`config.mk`:
```
export PLATFORM = sky130hd
export DESIGN_NAME = lighting_quality_metrics_flat
export DESIGN_NICKNAME = d
export VERILOG_FILES = /design/src/rtl/core/lqm_pkg.sv /design/src/rtl/core/lqm_if.sv /design/src/rtl/core/lqm_muldiv.sv /design/src/rtl/core/lighting_quality_metrics.sv /design/src/flat_wrapper.sv
export SDC_FILE = /design/constraint.sdc
export NUM_CORES = 2
export LEC_CHECK = 0
export BUFFER_PORTS_ARGS = -buffer_cell sky130_fd_sc_hd__buf_4
export CORE_MARGIN = 3
export CORE_UTILIZATION = 50
export CTS_BUF_LIST = sky130_fd_sc_hd__clkbuf_16
export DETAILED_ROUTE_END_ITERATION = 12
export PLACE_DENSITY = 0.75
export SLEW_MARGIN = 20
export SYNTH_ARGS = -nofsm -noshare
export SYNTH_HDL_FRONTEND = slang
export SYNTH_SLANG_ARGS = --single-unit
export TNS_END_PERCENT = 5
```
`constraint.sdc`:
```
create_clock -name clk -period 13 [get_ports clk]
set_clock_uncertainty 0.15 [all_clocks]
set_input_delay 2.6 -clock clk [delete_from_list [all_inputs] [get_ports clk]]
set_output_delay 2.6 -clock clk [all_outputs]
set_load 0.05 [all_outputs]
```
`src/rtl/core/lqm_pkg.sv`:
```
`timescale 1ns / 1ps
// ----------------------------------------------------------------------------
// lqm_pkg
// shared types, constants and state codes for the lighting metrics block
// ----------------------------------------------------------------------------
package lqm_pkg;

    localparam int PowerW   = 16;
    localparam int PeriodW  = 20;
    localparam int LuxW     = 16;
    localparam int DutyW    = 8;
    localparam int EnergyW  = 48;
    localparam int CountW   = 32;
    localparam int OpW      = 32;
    localparam int DenW     = OpW + 1;
    localparam int AccW     = 2 * OpW + 1;
    localparam int CntW     = 7;
    localparam int CfgDataW = 20;

    localparam logic [PowerW-1:0]  PowerReset  = 16'd1000;
    localparam logic [PeriodW-1:0] PeriodReset = 20'd10000;
    localparam logic [DenW-1:0]    DutyFull    = 33'd255;
    localparam logic [OpW-1:0]     UsPerSecond = 32'd1000000;

    localparam logic CfgIdxPower  = 1'b0;
    localparam logic CfgIdxPeriod = 1'b1;

    typedef enum logic [2:0] {
        ST_IDLE,
        ST_GO,
        ST_WAIT,
        ST_DONE
    } lqm_state_t;

    typedef enum logic [1:0] {
        OP_ENERGY,
        OP_VIS,
        OP_FSIZE,
        OP_FMEAN
    } lqm_op_t;

    typedef enum logic [1:0] {
        MD_IDLE,
        MD_MUL,
        MD_DIV
    } lqm_md_state_t;

    // operands of one (a * b + c) / d job
    typedef struct packed {
        logic            start;
        logic [OpW-1:0]  a;
        logic [OpW-1:0]  b;
        logic [OpW-1:0]  c;
        logic [DenW-1:0] d;
    } lqm_md_req_t;

    typedef struct packed {
        logic            done;
        logic [AccW-1:0] quot;
    } lqm_md_rsp_t;

endpackage

```
`src/rtl/core/lqm_if.sv`:
```
`timescale 1ns / 1ps
// ----------------------------------------------------------------------------
// lqm_if
// request and result channels of the lighting metrics block
// ----------------------------------------------------------------------------
interface lqm_in_if;
    logic        valid;
    logic        ready;
    logic        command;
    logic [15:0] lux_measured;
    logic [15:0] lux_reference;
    logic [7:0]  duty;

    modport source (output valid, command, lux_measured, lux_reference, duty, input ready);
    modport sink   (input valid, command, lux_measured, lux_reference, duty, output ready);
endinterface

interface lqm_out_if;
    logic        valid;
    logic        ready;
    logic [47:0] energy_nj;
    logic [15:0] visibility_error;
    logic [31:0] flicker_error;
    logic [31:0] sample_count;

    modport source (output valid, energy_nj, visibility_error, flicker_error, sample_count,
                    input ready);
    modport sink   (input valid, energy_nj, visibility_error, flicker_error, sample_count,
                    output ready);
endinterface

```
`src/rtl/core/lqm_muldiv.sv`:
```
`timescale 1ns / 1ps
// ----------------------------------------------------------------------------
// lqm_muldiv
// bit-serial (a * b + c) / d: shift-add multiply then restoring divide
// ----------------------------------------------------------------------------
module lqm_muldiv (
    input  logic                 clk,
    input  logic                 rst_n,
    input  lqm_pkg::lqm_md_req_t req,
    output lqm_pkg::lqm_md_rsp_t rsp
);

    lqm_pkg::lqm_md_state_t state_reg, state_next;
    logic [lqm_pkg::AccW-1:0]   acc_reg, acc_next;
    logic [2*lqm_pkg::OpW-1:0]  mcand_reg, mcand_next;
    logic [lqm_pkg::OpW-1:0]    mplier_reg, mplier_next;
    logic [lqm_pkg::DenW-1:0]   den_reg, den_next;
    logic [lqm_pkg::DenW:0]     rem_reg, rem_next;
    logic [lqm_pkg::CntW-1:0]   cnt_reg, cnt_next;
    logic                       done_reg, done_next;
    logic [lqm_pkg::DenW:0]     trial;
    logic                       qbit;

    always_comb
    begin
        state_next  = state_reg;
        acc_next    = acc_reg;
        mcand_next  = mcand_reg;
        mplier_next = mplier_reg;
        den_next    = den_reg;
        rem_next    = rem_reg;
        cnt_next    = cnt_reg;
        done_next   = 1'b0;
        trial       = {rem_reg[lqm_pkg::DenW-1:0], acc_reg[lqm_pkg::AccW-1]};
        qbit        = (trial >= {1'b0, den_reg});
        case (state_reg)
            lqm_pkg::MD_IDLE:
            begin
                if (req.start)
                begin
                    acc_next    = {{(lqm_pkg::AccW-lqm_pkg::OpW){1'b0}}, req.c};
                    mcand_next  = {{lqm_pkg::OpW{1'b0}}, req.a};
                    mplier_next = req.b;
                    den_next    = req.d;
                    cnt_next    = '0;
                    state_next  = lqm_pkg::MD_MUL;
                end
            end
            lqm_pkg::MD_MUL:
            begin
                if (mplier_reg[0])
                    acc_next = acc_reg + {1'b0, mcand_reg};
                mcand_next  = {mcand_reg[2*lqm_pkg::OpW-2:0], 1'b0};
                mplier_next = {1'b0, mplier_reg[lqm_pkg::OpW-1:1]};
                cnt_next    = cnt_reg + 1'b1;
                if (cnt_reg == lqm_pkg::CntW'(lqm_pkg::OpW - 1))
                begin
                    cnt_next   = '0;
                    rem_next   = '0;
                    state_next = lqm_pkg::MD_DIV;
                end
            end
            lqm_pkg::MD_DIV:
            begin
                rem_next = qbit ? (trial - {1'b0, den_reg}) : trial;
                acc_next = {acc_reg[lqm_pkg::AccW-2:0], qbit};
                cnt_next = cnt_reg + 1'b1;
                if (cnt_reg == lqm_pkg::CntW'(lqm_pkg::AccW - 1))
                begin
                    done_next  = 1'b1;
                    state_next = lqm_pkg::MD_IDLE;
                end
            end
            default:
                state_next = lqm_pkg::MD_IDLE;
        endcase
    end

    always_ff @(posedge clk or negedge rst_n)
    begin
        if (!rst_n)
        begin
            state_reg <= lqm_pkg::MD_IDLE;
            cnt_reg   <= '0;
            done_reg  <= 1'b0;
        end
        else
        begin
            state_reg <= state_next;
            cnt_reg   <= cnt_next;
            done_reg  <= done_next;
        end
    end

    always_ff @(posedge clk)
    begin
        acc_reg    <= acc_next;
        mcand_reg  <= mcand_next;
        mplier_reg <= mplier_next;
        den_reg    <= den_next;
        rem_reg    <= rem_next;
    end

    assign rsp.done = done_reg;
    assign rsp.quot = acc_reg;

endmodule

```
`src/rtl/core/lighting_quality_metrics.sv`:
```
`timescale 1ns / 1ps
// ----------------------------------------------------------------------------
// lighting_quality_metrics
// energy, visibility and flicker metrics of one luminaire, per sample
// ----------------------------------------------------------------------------
// usage
//   in_req carries one request: a command (process sample or clear all),
//   measured and reference lux and the led duty. out_res returns one result
//   per request: energy in nJ, mean shortfall, mean flicker and sample count.
//   cfg_we / cfg_index / cfg_data write the power and period registers;
//   write them only while the block is idle.
// arithmetic
//   all multiplies and divides run through one bit-serial (a*b+c)/d unit
//   that takes 32 multiply steps and 65 divide steps per job. a sample
//   costs two jobs up to the third sample, then three, or four when a
//   reversal is sized. one request is worked on at a time.
// reset
//   rst_n clears every metric and loads power 1000 mW, period 10000 us.
// back-pressure
//   results sit in an output register; a finished request waits in the
//   done state while out_res is stalled, and in_req is not ready meanwhile.
// ----------------------------------------------------------------------------
module lighting_quality_metrics (
    input  logic                          clk,
    input  logic                          rst_n,
    input  logic                          cfg_we,
    input  logic                          cfg_index,
    input  logic [lqm_pkg::CfgDataW-1:0]  cfg_data,
    lqm_in_if.sink                        in_req,
    lqm_out_if.source                     out_res
);

    // configuration
    logic [lqm_pkg::PowerW-1:0]  power_reg;
    logic [lqm_pkg::PeriodW-1:0] period_reg;

    // control
    lqm_pkg::lqm_state_t state_reg, state_next;
    lqm_pkg::lqm_op_t    op_reg, op_next;
    logic                cmd_reg, cmd_next;

    // latched request
    logic [lqm_pkg::LuxW-1:0]  lux_reg, lux_next;
    logic [lqm_pkg::LuxW-1:0]  ref_reg, ref_next;
    logic [lqm_pkg::DutyW-1:0] duty_reg, duty_next;

    // metric state
    logic [lqm_pkg::CountW-1:0]  count_reg, count_next;
    logic [lqm_pkg::LuxW-1:0]    hist0_reg, hist0_next;
    logic [lqm_pkg::LuxW-1:0]    hist1_reg, hist1_next;
    logic [lqm_pkg::EnergyW-1:0] energy_reg, energy_next;
    logic [lqm_pkg::LuxW-1:0]    vis_reg, vis_next;
    logic [lqm_pkg::OpW-1:0]     fmean_reg, fmean_next;
    logic [lqm_pkg::OpW-1:0]     fsize_reg, fsize_next;

    // result register
    logic                        ov_reg, ov_next;
    logic [lqm_pkg::EnergyW-1:0] oe_reg, oe_next;
    logic [lqm_pkg::LuxW-1:0]    ovis_reg, ovis_next;
    logic [lqm_pkg::OpW-1:0]     ofl_reg, ofl_next;
    logic [lqm_pkg::CountW-1:0]  ocnt_reg, ocnt_next;

    lqm_pkg::lqm_md_req_t md_req;
    lqm_pkg::lqm_md_rsp_t md_rsp;

    // flicker test on exact signed differences
    logic                      flick;
    logic [lqm_pkg::LuxW-1:0]  d0_abs, d1_abs;
    logic [lqm_pkg::LuxW:0]    dsum;
    logic [lqm_pkg::EnergyW:0] esum;
    logic [lqm_pkg::DenW-1:0]  count_wide;
    logic                      count_full;
    logic                      req_fire;
    logic [lqm_pkg::PowerW+lqm_pkg::DutyW-1:0] pdu;

    assign flick  = (lux_reg != hist0_reg) && (hist0_reg != hist1_reg)
                    && ((lux_reg > hist0_reg) != (hist0_reg > hist1_reg));
    assign d0_abs = (lux_reg > hist0_reg) ? lux_reg - hist0_reg : hist0_reg - lux_reg;
    assign d1_abs = (hist0_reg > hist1_reg) ? hist0_reg - hist1_reg : hist1_reg - hist0_reg;
    assign dsum   = {1'b0, d0_abs} + {1'b0, d1_abs};
    assign pdu    = power_reg * duty_reg;
    assign count_wide = {1'b0, count_reg};
    assign count_full = &count_reg;
    assign esum   = {1'b0, energy_reg} + md_rsp.quot[lqm_pkg::EnergyW:0];
    assign req_fire = in_req.valid && in_req.ready;

    assign in_req.ready = (state_reg == lqm_pkg::ST_IDLE);

    // operand select for the shared unit
    always_comb
    begin
        md_req.start = (state_reg == lqm_pkg::ST_GO);
        case (op_reg)
            lqm_pkg::OP_ENERGY:
            begin
                md_req.a = {{(lqm_pkg::OpW-lqm_pkg::PowerW-lqm_pkg::DutyW){1'b0}}, pdu};
                md_req.b = {{(lqm_pkg::OpW-lqm_pkg::PeriodW){1'b0}}, period_reg};
                md_req.c = '0;
                md_req.d = lqm_pkg::DutyFull;
            end
            lqm_pkg::OP_VIS:
            begin
                md_req.a = {{(lqm_pkg::OpW-lqm_pkg::LuxW){1'b0}}, vis_reg};
                md_req.b = count_reg;
                md_req.c = (ref_reg > lux_reg)
                           ? {{(lqm_pkg::OpW-lqm_pkg::LuxW){1'b0}}, ref_reg - lux_reg} : '0;
                md_req.d = count_wide + 1'b1;
            end
            lqm_pkg::OP_FSIZE:
            begin
                md_req.a = {{(lqm_pkg::OpW-lqm_pkg::LuxW-1){1'b0}}, dsum};
                md_req.b = lqm_pkg::UsPerSecond;
                md_req.c = '0;
                md_req.d = {{(lqm_pkg::DenW-lqm_pkg::PeriodW-1){1'b0}}, period_reg, 1'b0};
            end
            default:
            begin
                md_req.a = fmean_reg;
                md_req.b = count_reg - 2'd2;
                md_req.c = fsize_reg;
                md_req.d = count_wide - 1'b1;
            end
        endcase
    end

    lqm_muldiv u_muldiv (
        .clk   (clk),
        .rst_n (rst_n),
        .req   (md_req),
        .rsp   (md_rsp)
    );

    // sequencer
    always_comb
    begin
        state_next  = state_reg;
        op_next     = op_reg;
        cmd_next    = cmd_reg;
        lux_next    = lux_reg;
        ref_next    = ref_reg;
        duty_next   = duty_reg;
        count_next  = count_reg;
        hist0_next  = hist0_reg;
        hist1_next  = hist1_reg;
        energy_next = energy_reg;
        vis_next    = vis_reg;
        fmean_next  = fmean_reg;
        fsize_next  = fsize_reg;
        ov_next     = ov_reg;
        oe_next     = oe_reg;
        ovis_next   = ovis_reg;
        ofl_next    = ofl_reg;
        ocnt_next   = ocnt_reg;
        if (out_res.ready)
            ov_next = 1'b0;
        case (state_reg)
            lqm_pkg::ST_IDLE:
            begin
                if (req_fire)
                begin
                    cmd_next  = in_req.command;
                    lux_next  = in_req.lux_measured;
                    ref_next  = in_req.lux_reference;
                    duty_next = in_req.duty;
                    op_next   = lqm_pkg::OP_ENERGY;
                    if (in_req.command)
                    begin
                        // clear request: wipe every metric, report zeros
                        count_next  = '0;
                        hist0_next  = '0;
                        hist1_next  = '0;
                        energy_next = '0;
                        vis_next    = '0;
                        fmean_next  = '0;
                        state_next  = lqm_pkg::ST_DONE;
                    end
                    else
                        state_next = lqm_pkg::ST_GO;
                end
            end
            lqm_pkg::ST_GO:
                state_next = lqm_pkg::ST_WAIT;
            lqm_pkg::ST_WAIT:
            begin
                if (md_rsp.done)
                begin
                    case (op_reg)
                        lqm_pkg::OP_ENERGY:
                        begin
                            energy_next = esum[lqm_pkg::EnergyW] ? '1
                                          : esum[lqm_pkg::EnergyW-1:0];
                            op_next     = lqm_pkg::OP_VIS;
                            state_next  = lqm_pkg::ST_GO;
                        end
                        lqm_pkg::OP_VIS:
                        begin
                            vis_next = md_rsp.quot[lqm_pkg::LuxW-1:0];
                            if (count_reg >= 3)
                            begin
                                state_next = lqm_pkg::ST_GO;
                                if (flick && (period_reg != '0))
                                    op_next = lqm_pkg::OP_FSIZE;
                                else
                                begin
                                    // zero period makes a flicker saturate
                                    fsize_next = flick ? '1 : '0;
                                    op_next    = lqm_pkg::OP_FMEAN;
                                end
                            end
                            else
                                state_next = lqm_pkg::ST_DONE;
                        end
                        lqm_pkg::OP_FSIZE:
                        begin
                            fsize_next = (|md_rsp.quot[lqm_pkg::AccW-1:lqm_pkg::OpW]) ? '1
                                         : md_rsp.quot[lqm_pkg::OpW-1:0];
                            op_next    = lqm_pkg::OP_FMEAN;
                            state_next = lqm_pkg::ST_GO;
                        end
                        default:
                        begin
                            fmean_next = md_rsp.quot[lqm_pkg::OpW-1:0];
                            state_next = lqm_pkg::ST_DONE;
                        end
                    endcase
                end
            end
            lqm_pkg::ST_DONE:
            begin
                if (!ov_reg || out_res.ready)
                begin
                    ov_next    = 1'b1;
                    oe_next    = energy_reg;
                    ovis_next  = vis_reg;
                    ofl_next   = fmean_reg;
                    ocnt_next  = count_reg;
                    state_next = lqm_pkg::ST_IDLE;
                    if (!cmd_reg)
                    begin
                        hist0_next = lux_reg;
                        hist1_next = hist0_reg;
                        if (!count_full)
                        begin
                            count_next = count_reg + 1'b1;
                            ocnt_next  = count_reg + 1'b1;
                        end
                    end
                end
            end
            default:
                state_next = lqm_pkg::ST_IDLE;
        endcase
    end

    always_ff @(posedge clk or negedge rst_n)
    begin
        if (!rst_n)
        begin
            state_reg  <= lqm_pkg::ST_IDLE;
            op_reg     <= lqm_pkg::OP_ENERGY;
            cmd_reg    <= 1'b0;
            ov_reg     <= 1'b0;
            power_reg  <= lqm_pkg::PowerReset;
            period_reg <= lqm_pkg::PeriodReset;
            count_reg  <= '0;
            hist0_reg  <= '0;
            hist1_reg  <= '0;
            energy_reg <= '0;
            vis_reg    <= '0;
            fmean_reg  <= '0;
        end
        else
        begin
            state_reg  <= state_next;
            op_reg     <= op_next;
            cmd_reg    <= cmd_next;
            ov_reg     <= ov_next;
            count_reg  <= count_next;
            hist0_reg  <= hist0_next;
            hist1_reg  <= hist1_next;
            energy_reg <= energy_next;
            vis_reg    <= vis_next;
            fmean_reg  <= fmean_next;
            if (cfg_we && (cfg_index == lqm_pkg::CfgIdxPower))
                power_reg <= cfg_data[lqm_pkg::PowerW-1:0];
            if (cfg_we && (cfg_index == lqm_pkg::CfgIdxPeriod))
                period_reg <= cfg_data[lqm_pkg::PeriodW-1:0];
        end
    end

    // payload registers
    always_ff @(posedge clk)
    begin
        lux_reg   <= lux_next;
        ref_reg   <= ref_next;
        duty_reg  <= duty_next;
        fsize_reg <= fsize_next;
        oe_reg    <= oe_next;
        ovis_reg  <= ovis_next;
        ofl_reg   <= ofl_next;
        ocnt_reg  <= ocnt_next;
    end

    assign out_res.valid            = ov_reg;
    assign out_res.energy_nj        = oe_reg;
    assign out_res.visibility_error = ovis_reg;
    assign out_res.flicker_error    = ofl_reg;
    assign out_res.sample_count     = ocnt_reg;

endmodule
```
`src/flat_wrapper.sv`:
```
// flat-port wrapper written by rule: the top's interface ports become plain ports
module lighting_quality_metrics_flat 
  (clk, rst_n, cfg_we, cfg_index, cfg_data, in_req_valid, in_req_command, in_req_lux_measured, in_req_lux_reference, in_req_duty, in_req_ready, out_res_valid, out_res_energy_nj, out_res_visibility_error, out_res_flicker_error, out_res_sample_count, out_res_ready);
  lqm_in_if in_req_i ();
  lqm_out_if out_res_i ();
  input  logic clk;
  input  logic rst_n;
  input  logic cfg_we;
  input  logic cfg_index;
  input  logic [lqm_pkg::CfgDataW-1:0] cfg_data;
  input wire logic [$bits(in_req_i.valid)-1:0] in_req_valid;
  input wire logic [$bits(in_req_i.command)-1:0] in_req_command;
  input wire logic [$bits(in_req_i.lux_measured)-1:0] in_req_lux_measured;
  input wire logic [$bits(in_req_i.lux_reference)-1:0] in_req_lux_reference;
  input wire logic [$bits(in_req_i.duty)-1:0] in_req_duty;
  output wire logic [$bits(in_req_i.ready)-1:0] in_req_ready;
  output wire logic [$bits(out_res_i.valid)-1:0] out_res_valid;
  output wire logic [$bits(out_res_i.energy_nj)-1:0] out_res_energy_nj;
  output wire logic [$bits(out_res_i.visibility_error)-1:0] out_res_visibility_error;
  output wire logic [$bits(out_res_i.flicker_error)-1:0] out_res_flicker_error;
  output wire logic [$bits(out_res_i.sample_count)-1:0] out_res_sample_count;
  input wire logic [$bits(out_res_i.ready)-1:0] out_res_ready;
  assign in_req_i.valid = in_req_valid;
  assign in_req_i.command = in_req_command;
  assign in_req_i.lux_measured = in_req_lux_measured;
  assign in_req_i.lux_reference = in_req_lux_reference;
  assign in_req_i.duty = in_req_duty;
  assign in_req_ready = in_req_i.ready;
  assign out_res_valid = out_res_i.valid;
  assign out_res_energy_nj = out_res_i.energy_nj;
  assign out_res_visibility_error = out_res_i.visibility_error;
  assign out_res_flicker_error = out_res_i.flicker_error;
  assign out_res_sample_count = out_res_i.sample_count;
  assign out_res_i.ready = out_res_ready;
  lighting_quality_metrics u_core (.clk(clk), .rst_n(rst_n), .cfg_we(cfg_we), .cfg_index(cfg_index), .cfg_data(cfg_data), .in_req(in_req_i), .out_res(out_res_i));
endmodule
```
======== Word level (Yosys, flattened, before mapping) ========
Index checks and enable logic that the tools add are counted.
cells by class
  eq/ne operators ......................... 28
  $lt $le $gt $ge ......................... 5
  reduce and logical (&&, ||, !) cells .... 38
  bitwise gates (word level) .............. 1
  add/sub/neg operators ................... 14
  multiply operators ...................... 1
  muxes and demuxes ....................... 70
operators by type and width
  operator                                                                count
  129-bit case mux with 3 select lines                                    1
  32-bit 2-to-1 mux                                                       12
  32-bit case mux with 2 select lines                                     4
  48-bit 2-to-1 mux                                                       5
  65-bit case mux with 3 select lines                                     1
  16-bit 2-to-1 mux                                                       11
  65-bit 2-to-1 mux                                                       2
  64-bit case mux with 2 select lines                                     1
  16-bit case mux with 2 select lines                                     3
  48-bit case mux with 2 select lines                                     1
  16-bit subtractor                                                       5
  33-bit 2-to-1 mux                                                       2
  33-bit case mux with 2 select lines                                     1
  65-bit by 64-bit adder with 65-bit output                               1
  64-bit 2-to-1 mux                                                       1
  48-bit by 49-bit adder with 49-bit output                               1
  16-bit greater-than comparator                                          3
  34-bit by 33-bit >= comparator with 1-bit output                        1
  32-bit by 1-bit adder with 33-bit output, second input constant         1
  33-bit OR reduction                                                     1
  32-bit by 1-bit subtractor with 33-bit output, second input constant    1
  33-bit subtractor                                                       1
  32-bit by 1-bit adder with 32-bit output, second input constant         1
  32-bit by 2-bit >= comparator with 1-bit output, second input constant  1
  41 further kinds                                                        95
word-level totals
  output and inout bits ................... 130
  register bits ........................... 640
  input bits .............................. 67

======== Longest topological paths before layout ========
  depth in word-level cells ............... 9
  depth in mapped cells ................... 27

======== Modules after synthesis ========
A second synthesis with hierarchy kept.
second synthesis, totals
  cell total of the unflattened synthesis .. 4666
  area total of the unflattened synthesis .. 45130.8 µm²
by module, submodules not included
  module                    instances  cells each  area an instance (µm²)  seq. area each (µm²)
  lighting_quality_metrics  1          3129        29779.8                 11074.4
  lqm_muldiv                1          1537        15351.0                 7066.8

======== Worst setup path after synthesis ========
No wires, ideal clock.
  path kind ............................... input to register
  start point ............................. input out_res_ready
  end point ............................... register u_core.oe_reg, in the netlist u_core.out_res.energy_nj[0] (enable)
  required time ........................... 12.308 ns
  stages .................................. 5
  path buffers ............................ 2
  setup time .............................. 0.542 ns
  slack ................................... 5.501 ns
  arrival ................................. 6.807 ns
  cell sequence ........................... nand2b_1 > nand2_1 > inv_1 > clkbuf_1 > clkbuf_1
on the way
  longest elaborated chain between the ends .. 2
ends and longest elaborated chain
  element                        RTL line                         source
  start, declared                flat_wrapper.sv:22               input wire logic [$bits(out_res_i.ready)-1:0] out_res_ready;
  1-bit logical OR               lighting_quality_metrics.sv:230  if (!ov_reg || out_res.ready)
  2-bit AND reduction (no line)  n/a
  end signal, assigned           lighting_quality_metrics.sv:298  oe_reg <= oe_next;
  end, declared                  lighting_quality_metrics.sv:58   logic [lqm_pkg::EnergyW-1:0] oe_reg, oe_next;
Every way passes these cells.
A chain may end at the register's enable or synchronous reset.

======== Final worst setup path ========
  start point ............................. register u_core.duty_reg[4] in the netlist's numbering
  end point ............................... register u_core.u_muldiv.mcand_reg[20] in the netlist's numbering, data pin
on the way
  longest elaborated chain between the ends .. 4
ends and longest elaborated chain
  element                                        RTL line                         source
  start, declared                                lighting_quality_metrics.sv:45   logic [lqm_pkg::DutyW-1:0] duty_reg, duty_next;
  start signal, assigned                         lighting_quality_metrics.sv:296  duty_reg <= duty_next;
  16-bit by 8-bit multiplier with 24-bit output  lighting_quality_metrics.sv:81   assign pdu = power_reg * duty_reg;
  129-bit case mux with 3 select lines           lighting_quality_metrics.sv:93   case (op_reg)
  64-bit 2-to-1 mux                              lqm_muldiv.sv:39                 if (req.start)
  64-bit case mux with 2 select lines            lqm_muldiv.sv:36                 case (state_reg)
  named net u_core.u_muldiv.mcand_next, one bit  lqm_muldiv.sv:15                 logic [2*lqm_pkg::OpW-1:0] mcand_reg, mcand_next;
  end signal, assigned                           lqm_muldiv.sv:98                 mcand_reg <= mcand_next;
  end, declared                                  lqm_muldiv.sv:15
The timed path passes the listed nets, and every way through them passes these cells. The select of a mux whose other input is x is not followed.

==> reports/results.ini <==
[detailed_routing]
routed_wl_mm=130.8
ant_nets=0
viasPerCell=6.106
drc=0
num_vias=36295
drt_iter0_drc=3716
first_pass_iters=6
routedWlPerCell_um=22.01

[min_path]
holdPathEnd=u_core.out_res.flicker_error[30]$_DFFE_PP_
hp-start=u_core.fmean_reg[30]$_DFFE_PN0P_
hold_path_depth=0
hp-class=flop to flop

[layout]
fillers=7635
largest_register_ffs=65
area_growth_pct=10.82
final_cell_count_no_fill=5944
drive_gt1_frac=0.09442
final_core_util=0.5639
fin_nets=5246

[timing]
slew_violations=0
timing.fmax_mhz=164.0
hold_viol=0
max_slew.worst_pin.slew_ns=1.070
period_share=0.4690
fin_setup_tns_ns=0
fin_crit_ns=6.097
rsz0062_at_grt=false
finalSetupViolCount=0
slew_headroom=0.2836

[placement]
place.gp.congestion=0.9386
dp_hpwl_mm=96.42
port_buffers=196
dp_cells=5805

[cts]
cts.clk_slew.worst_paths_ns=0.06
tritoncts=yes
clk_path_buf_depth=3
cts_max_level=3
cts_resized=0
cts_made_buffers=74
ctsHoldBuffers=0
cts_setup_buffers=0
clock_sinks=639
clock-root-buffer=clkbuf_16
clk_latency_ns=0.66

[logic_synthesis]
ys_types=97
synth_edf_count=427
yosys_warnings=0
ys_seq_area_frac=0.4071
ys_top_cells_by_area=edfxtp_1, dfrtp_1, ha_1
syn_inst=4629
postSynthAreaPerCell_um2=9.626
synthArstFlopShare=0.3318
ys_ff_latch=639
syn_nets=5148
netlist.area_leader.share=0.2878
synth_area_um2=44560
synth_top_cell_by_area=edfxtp_1
synthFlopType=edfxtp_1

[global_route]
grt_use_total=0.2755
grt_pass1_wl_mm=202.7
first_global_vias=34710
antenna_found_initial=5
overflow=0
grt_max_degree=101

[floorplanning]
num_rows=108
die_area_um2=92740
dieWidth_um=304.5
io_pins=197
core_area_um2=87560
die_h_um=304.5
start_util=0.5089

[worst_setup_path]
arrival_ns=6.28
rr_worst_depth=20
r2r_start=u_core.duty_reg[4]$_DFFE_PP_
cp.required_ns=13.18
regToRegSetupSlack_ns=6.90
critPathLaunchType=flop
end_kind=flop
crit_path_max_fanout=16
rr_endpoint=u_core.u_muldiv.mcand_reg[20]$_DFFE_PP_
startpoint=u_core.duty_reg[4]$_DFFE_PP_
path_class=flop to flop

[status]
status=complete, no violations

[job]
maxCapViolCount=0

[per-stage QoR]
step	setup slack, ns	cell area, um^2	hold WS (ns)
2_1_floorplan	5.501	44560	0.2883
3_3_place_gp	7.201	46960	0.3086
3_5_place_dp	7.083	46980	0.3160
4_1_cts	7.037	49340	0.3280
5_1_grt	6.615	49380	0.3427
6_report	6.903	49380	0.3261
[critical path: stages (launching register included)]
cell and delay, ns:
edfxtp_1 0.76, nand2_1 0.17, fa_1 0.54, fa_1 0.50, inv_1 0.05, fa_1 0.53, inv_1 0.05, fa_1 0.52
inv_1 0.04, ha_1 0.36, nand3_1 0.12, o2111ai_1 0.28, a31oi_1 0.14, o21bai_1 0.21, nand3_1 0.17, a31oi_1 0.40
a21o_1 0.19, a21oi_1 0.09, xnor2_1 0.13, a221oi_1 0.28, a21oi_1 0.08
[per-layer routing]
layer  vias up  track usage  share of wire
li1      16846            -              -
met1     17473       0.3923           0.43
met2      1680       0.4240           0.44
met3       294      0.04604          0.090
met4         2       0.1013          0.041
met5         -            0       0.000099
[cell usage after synthesis (11+ instances only)]
master    instances
buf_1            15
a21oi_1         325
or3_1            22
o21ai_0         401
nand2_1         516
and3_1           26
fa_1             94
o221ai_1         14
a21boi_0         19
dfrtp_1         201
nor3_1           51
inv_1           295
edfxtp_1        427
xnor2_1         157
nor2_1          257
a211oi_1         45
mux2_2           42
nand3_1          81
xor2_1          118
o22ai_1          11
o211ai_1         25
a31oi_1          31
nor4_1           33
o21ai_1          15
ha_1            358
clkbuf_1        169
nand4_1          48
nor2b_1          32
o21a_1           64
o31ai_1          71
o21bai_1         34
a22o_1           18
mux2i_1          21
nand2b_1         38
a21o_1          159
dfstp_2          11
a221oi_1         23
and2_1          151
a22oi_1          34
[layout make-up]
type	count	area, um^2	area share
Timing Repair Buffer	234	1797	0.03638
Sequential cell	639	18140	0.3674
Multi-Input combinational cell	3481	24510	0.4963
Clock inverter	57	386.6	0.007829
Clock buffer	79	1977	0.04003
Antenna cell	2	5.005	0.0001014
Inverter	297	1120	0.02268
Tap cell	1155	1445	0.02927
[cell usage in the layout (no fill, tap or decap), drive strengths merged, types with 14 or more instances in the layout]
cell type / netlist / layout
or3: 26 / 26
a21o: 159 / 159
xnor2: 158 / 158
buf: 36 / 234
a21oi: 326 / 326
nor3: 54 / 54
nor4: 34 / 34
edfxtp: 427 / 427
a31oi: 31 / 31
o21ai: 416 / 416
mux2i: 21 / 21
dfrtp: 201 / 201
a211oi: 45 / 45
xor2: 118 / 118
a221oi: 24 / 24
inv: 295 / 318
a21boi: 19 / 19
nand4: 48 / 48
o221ai: 14 / 14
fa: 94 / 94
mux2: 42 / 42
o21bai: 34 / 34
nand3: 81 / 81
nor2b: 32 / 32
and2: 152 / 152
o21a: 64 / 64
nand2b: 38 / 38
ha: 358 / 358
and3: 26 / 26
nor2: 259 / 259
clkbuf: 174 / 79
a22o: 18 / 18
clkinv: 2 / 26
a22oi: 34 / 34
o211ai: 25 / 25
o31ai: 72 / 72
nand2: 519 / 519
[worst max-delay path by stage]
stage	endpoint	cells past startpoint
after global routing	u_core.u_muldiv.mcand_reg[12]$_DFFE_PP_	24
after detailed placement	u_core.u_muldiv.mcand_reg[20]$_DFFE_PP_	20
after global placement	u_core.u_muldiv.mcand_reg[20]$_DFFE_PP_	20
after floorplan	u_core.out_res.energy_nj[0]$_DFFE_PP_	5
final	u_core.u_muldiv.mcand_reg[20]$_DFFE_PP_	20
after CTS	u_core.u_muldiv.mcand_reg[20]$_DFFE_PP_	20
[kinds of logic (layout without fill, tap and decap cells)]
logic type               Yosys count  in the layout  share of synthesized area
AO/OA/AOI/OAI                   1380           1380                     0.1951
flip-flops                       639            639                     0.4071
other                              0              2                          0
adder cells (fa/ha/maj)          452            452                     0.1428
multiplexers                      63             63                    0.01533
buffers and inverters            509            667                    0.04591
AND/OR/NAND/NOR                 1310           1310                     0.1393
XOR/XNOR                         276            276                    0.05442
Power is left out: the tool's default activity adds up to more than one toggle a clock period on the data nets, which glitch-free logic cannot reach.
